`src/rtl/c32is_pkg.sv`:
```
// ----------------------------------------------------------------------------
// c32is_pkg
// shared constants, opcodes and types of the 32-bit instruction step core
// ----------------------------------------------------------------------------
`timescale 1ns / 1ps

package c32is_pkg;

	localparam int XLEN          = 32;
	localparam int PC_W          = 24;
	localparam int NREG          = 16;
	localparam int RIDX_W        = 4;
	localparam int MEM_DEPTH_DEF = 65536;

	// opcodes, bits 31:28
	localparam logic [3:0] OP_NOP = 4'd0;
	localparam logic [3:0] OP_ALU = 4'd1;
	localparam logic [3:0] OP_CMP = 4'd2;
	localparam logic [3:0] OP_JMP = 4'd3;
	localparam logic [3:0] OP_LDD = 4'd4;
	localparam logic [3:0] OP_LDR = 4'd5;
	localparam logic [3:0] OP_LDI = 4'd6;
	localparam logic [3:0] OP_STD = 4'd7;
	localparam logic [3:0] OP_STR = 4'd8;
	localparam logic [3:0] OP_MOV = 4'd9;
	localparam logic [3:0] OP_OUT = 4'd10;

	// alu functions, bits 15:12
	localparam logic [3:0] ALU_ADD  = 4'd0;
	localparam logic [3:0] ALU_SUB  = 4'd1;
	localparam logic [3:0] ALU_MUL  = 4'd2;
	localparam logic [3:0] ALU_NEG  = 4'd3;
	localparam logic [3:0] ALU_AND  = 4'd4;
	localparam logic [3:0] ALU_OR   = 4'd5;
	localparam logic [3:0] ALU_NOT  = 4'd6;
	localparam logic [3:0] ALU_NAND = 4'd7;
	localparam logic [3:0] ALU_XOR  = 4'd8;
	localparam logic [3:0] ALU_XNOR = 4'd9;
	localparam logic [3:0] ALU_SHL  = 4'd10;
	localparam logic [3:0] ALU_SHR  = 4'd11;
	localparam logic [3:0] ALU_SRA  = 4'd12;
	localparam logic [3:0] ALU_ROL  = 4'd13;

	// compare functions
	localparam logic [3:0] CMP_GT = 4'd0;
	localparam logic [3:0] CMP_EQ = 4'd1;
	localparam logic [3:0] CMP_LT = 4'd2;
	localparam logic [3:0] CMP_GE = 4'd3;
	localparam logic [3:0] CMP_LE = 4'd4;

	// jump conditions
	localparam logic [3:0] JC_ALWAYS = 4'd0;
	localparam logic [3:0] JC_CARRY  = 4'd1;
	localparam logic [3:0] JC_CMP    = 4'd2;
	localparam logic [3:0] JC_NCMP   = 4'd3;

	typedef struct packed {
		logic [XLEN-1:0] value;
		logic            carry;
		logic            cmp;
	} alu_res_t;

endpackage

```
`src/rtl/c32is_alu.sv`:
```
// ----------------------------------------------------------------------------
// c32is_alu
// arithmetic, logic, shift and unsigned compare unit
// ----------------------------------------------------------------------------
`timescale 1ns / 1ps

module c32is_alu import c32is_pkg::*; (
	input  logic [3:0]      fn,
	input  logic [XLEN-1:0] a,
	input  logic [XLEN-1:0] b,
	input  logic [3:0]      n,
	output alu_res_t        res
);

	logic [XLEN:0]     sum;
	logic [2*XLEN-1:0] prod;
	logic [2*XLEN-1:0] rot;

	always_comb begin
		sum  = {1'b0, a} + {1'b0, b};
		prod = {{XLEN{1'b0}}, a} * {{XLEN{1'b0}}, b};
		rot  = {a, a} << n;
		res.carry = sum[XLEN];
		unique case (fn)
			ALU_ADD:  res.value = sum[XLEN-1:0];
			ALU_SUB:  res.value = a - b;
			ALU_MUL:  res.value = prod[XLEN-1:0];
			ALU_NEG:  res.value = '0 - a;
			ALU_AND:  res.value = a & b;
			ALU_OR:   res.value = a | b;
			ALU_NOT:  res.value = ~a;
			ALU_NAND: res.value = ~(a & b);
			ALU_XOR:  res.value = a ^ b;
			ALU_XNOR: res.value = ~(a ^ b);
			ALU_SHL:  res.value = a << n;
			ALU_SHR:  res.value = a >> n;
			ALU_SRA:  res.value = $unsigned($signed(a) >>> n);
			ALU_ROL:  res.value = rot[2*XLEN-1:XLEN];
			default:  res.value = '0;
		endcase
		unique case (fn)
			CMP_GT:  res.cmp = a > b;
			CMP_EQ:  res.cmp = a == b;
			CMP_LT:  res.cmp = a < b;
			CMP_GE:  res.cmp = a >= b;
			CMP_LE:  res.cmp = a <= b;
			default: res.cmp = 1'b0;
		endcase
	end

endmodule

```
`config.mk`:
```
export PLATFORM = sky130hd
export DESIGN_NAME = c32is_alu
export DESIGN_NICKNAME = d
export VERILOG_FILES = /design/src/rtl/c32is_pkg.sv /design/src/rtl/c32is_alu.sv
export SDC_FILE = /design/constraint.sdc
export NUM_CORES = 2
export LEC_CHECK = 0
export ABC_AREA = 0
export BUFFER_PORTS_ARGS = -buffer_cell sky130_fd_sc_hd__buf_2
export CAP_MARGIN = 20
export CORE_MARGIN = 2
export CORE_UTILIZATION = 60
export DETAILED_ROUTE_END_ITERATION = 10
export GPL_TIMING_DRIVEN = 0
export PLACE_DENSITY = 0.82
export SLEW_MARGIN = 25
export SYNTH_ARGS = -nofsm -noshare
export SYNTH_HDL_FRONTEND = slang
export SYNTH_SLANG_ARGS = --single-unit
export TNS_END_PERCENT = 5
```
`constraint.sdc`:
```
create_clock -name vclk -period 16.7
set_clock_uncertainty 0.1 [all_clocks]
set_input_delay 3.34 -clock vclk [all_inputs]
set_output_delay 3.34 -clock vclk [all_outputs]
set_load 0.1 [all_outputs]
```
==> flow_summary.yaml, run 1 <==
place:
  place_area_um2: 25870
  placedCellCount: 3896
  port_buffers: 100
  hpwl_um: 109600
  gp_congestion: 1.191
yosys:
  synthTopCellsByCount: "501 x nor2_1, 466 x inv_1, 410 x fa_1"
  synth_area_per_cell_um2: 7.557
  syn_area_um2: 24640
  yosys.area.top_type: "fa_1"
  ys_seq_area_frac: 0
  post-synth-top-count-cell: "nor2_1"
  yosys-top-cells-area: "fa_1 33%, ha_1 11%, nor2_1 7.6%, inv_1 7.1%, nand2_1 5.2%"
  synth.distinct_cells: 85
  synth_top_area_frac: 0.3332
  synth_warnings: 0
  netlist_instances: 3260
  synth.net_count: 3962
clock_network:
  cts_resized: 2
  post-cts-setup-buffers: 0
  hold_buffers: 0
outcome:
  haltStage: "5_1_grt"
  status: "stopped before the end"
  error: "[ERROR GRT-0232] Routing congestion too high. Check the congestion heatmap in the GUI."
timing:
  crit_endpoint: "res[33]"
  endpoint_type: "primary output"
grt:
  antenna_found_initial: 20
  grt_overflow_total: 6
  grt_start_max_net_pins: 13
  grtUsageTotal: 0.6722
floorplan:
  initial_utilization: 0.6061
  die_h_um: 206.6
  io_pins: 106
  dieWidth_um: 206.6
  rows: 74
==> kinds of logic after synthesis <==
group | Yosys count | synth area share
mux | 114 | 0.04876
simple gates | 1039 | 0.1778
buf+inv | 700 | 0.1090
fa+ha+maj | 630 | 0.4449
xor+xnor | 117 | 0.04159
compound gates | 660 | 0.1779
==> per-layer routing <==
metal,global-route usage,overflow
met1,0.7544,0
met2,0.7984,1
met3,0.5086,0
met4,0.5469,5
met5,0.2869,0
==> stage by stage <==
step | worst slack (ns) | setup TNS, ns | hold WS [ns] | util
4_1_cts | 0.07259 | 0 | 7.349 | 0.6365
2_1_floorplan | 2.021 | 0 | 7.394 | -
3_5_place_dp | -0.07611 | -0.1478 | 7.347 | 0.6365
3_3_place_gp | 0.1391 | 0 | 7.350 | 0.6348
==> run 2: changes to the inputs <==
- CORE_UTILIZATION: 60 -> 40
- PLACE_DENSITY: 0.82 -> unset
- PLACE_DENSITY_LB_ADDON: unset -> 0.15
==> run 2 against run 1 <==
Effect of this change: the flow now finishes without violations; synthesized area unchanged; synthesized cell count unchanged.
==> flow_summary.yaml, run 2 <==
timing:
  rsz0062_at_grt: "false"
  timing_hold_violations_final: 0
  tightest_slew_ns: 1.211
  fmax_ghz: 0.06050
  setup_violations: 0
  min_period_ns: 16.53
  report.final.slew_viol_count: 0
  relSlewSlack: 0.1928
  min_period_over_period: 0.9897
route:
  antenna_left: 0
  wl_um: 144100
  drc: 0
  wl_per_cell_um: 34.68
  vias: 26650
  first_iter_violations: 3972
  drtPass1Iterations: 6
  vias_per_cell: 6.413
grt:
  grt_overflow_total: 0
  antenna_found_initial: 10
  use_met3: 0.1572
  grtUsageTotal: 0.4511
  busiest_layer: "met1"
  grt_start_max_net_pins: 13
  grt_pass1_vias: 25460
  use_met1: 0.6356
  grt_pass1_wl_um: 199300
  use_met2: 0.6046
setup_path:
  cp_slowest_cell: "nor4b_1"
  cp.arrival_ns: 13.09
  cp_slowest_stage_delay_ns: 0.88
  cp-end-kind: "output pin"
  crit_family: "adder cells"
  path_max_fanout: 10
  crit_start: "a[9]"
  cp.depth: 26
  cp-start-kind: "primary input"
  worstPathRequired_ns: 13.26
  path_buf_inv: 7
  cpMostUsedCell: "fa_1"
  critical_path_class: "primary input to output pin"
  setup.worst_path.end: "res[32]"
floorplan:
  initial_utilization: 0.4067
  io_pins: 106
  die_area_um2: 63590
  design.core.area_um2: 60580
  die_h_um: 252.2
  dieWidth_um: 252.2
  rows: 90
clock_network:
  hold_buffers: 0
place:
  placedCellCount: 4149
  port_buffers: 100
  gp_congestion: 1.109
  hpwl_um: 118800
yosys:
  synth.area.mux_share: 0.04876
  synth_top_family_by_area: "adder cells"
  synthXorXnorAreaFrac: 0.04159
  synth_top_area_frac: 0.3332
  post-synth-top-count-cell: "nor2_1"
  syn_area_um2: 24640
  yosys-top-cells-area: "fa_1 33%, ha_1 11%, nor2_1 7.6%, inv_1 7.1%, nand2_1 5.2%"
  synthAdderAreaFrac: 0.4449
  netlist_instances: 3260
  yosys.area_share.simple: 0.1778
  synthTopCellsByCount: "501 x nor2_1, 466 x inv_1, 410 x fa_1"
  synth.distinct_cells: 85
  synth_compound_area_frac: 0.1779
  synth_area_per_cell_um2: 7.557
  synth_warnings: 0
  ys_seq_area_frac: 0
  yosys.area.top_type: "fa_1"
  synth.net_count: 3962
layout:
  multi_input_area_um2: 21990
  seq_area_um2: 0
  final_cell_mix: "501 x nor2_1, 465 x inv_1, 410 x fa_1"
  synthToLayoutAreaGrowth_pct: 6.968
  final_common_cell: "nor2_1"
  fill_cells: 6455
  final_cells: 4156
  nClkBuffers: 0
  final_nets: 4073
  drive_above_1_share: 0.06263
  n_sequential_cell: 0
worst_hold_path:
  whs_path_depth: 4
  min-delay-start: "b[31]"
  hold_path_class: "primary input to output pin"
outcome:
  status: "finished, final reports clean"
flow_run:
  maxCapViolCount: 0
run 2: cell counts after synthesis:
No cell type changed its count.
run 2: per-stage QoR:
step | setup slack, ns | hold slack [ns] | util | cell area, um2 | TNS (ns)
6_report | 0.1714 | 7.431 | 0.4350 | 26350 | 0
5_1_grt | 0.02825 | 7.461 | 0.4348 | 26340 | 0
4_1_cts | 0.03703 | 7.423 | 0.4338 | 26280 | 0
3_5_place_dp | -0.1280 | 7.423 | 0.4339 | 26290 | -0.2915
3_3_place_gp | -0.5886 | 7.405 | 0.4311 | 26120 | -3.519
2_1_floorplan | 2.021 | 7.394 | - | 24640 | 0
run 2: cell families (layout without fill, tap and decap cells):
family / after synthesis / in the layout
simple gates: 1039 / 1039
buf+inv: 700 / 809
compound gates: 660 / 660
fa+ha+maj: 630 / 630
xor+xnor: 117 / 117
mux: 114 / 114
other cells: 0 / 5
run 2: final cells by class:
type                            instances  area share
Buffer                                212     0.03376
Inverter                              484     0.06922
Antenna cell                            5   0.0004748
Multi-Input combinational cell       2560      0.8343
Tap cell                              782     0.03713
Timing Repair Buffer                  113     0.02512
run 2: worst min-delay path: cells and delay by family:
kind | cells | cell delay [ns]
buf+inv | 2 | 0.44
fa+ha+maj | 1 | 0.21
simple gates | 1 | 0.20
run 2: what timing repair did:
item / CTS / global route
buffers inserted: 0 / 5
endpoints found under the hold margin: 0 / 0
endpoints found under the setup margin: 3 / 6
resized for setup: 0 / 3
run 2: worst min path at each step:
stage	end	slack (ns)
final	res[1]	7.43
after global routing	res[1]	7.46
after CTS	res[1]	7.42
after floorplan	res[1]	7.39
after global placement	res[1]	7.40
after detailed placement	res[1]	7.42
run 2: per-layer routing:
layer  vias up  share of wire
met2      2015           0.38
met5         -         0.0018
met1     13340           0.41
li1      10900              -
met4        10          0.063
met3       395           0.14
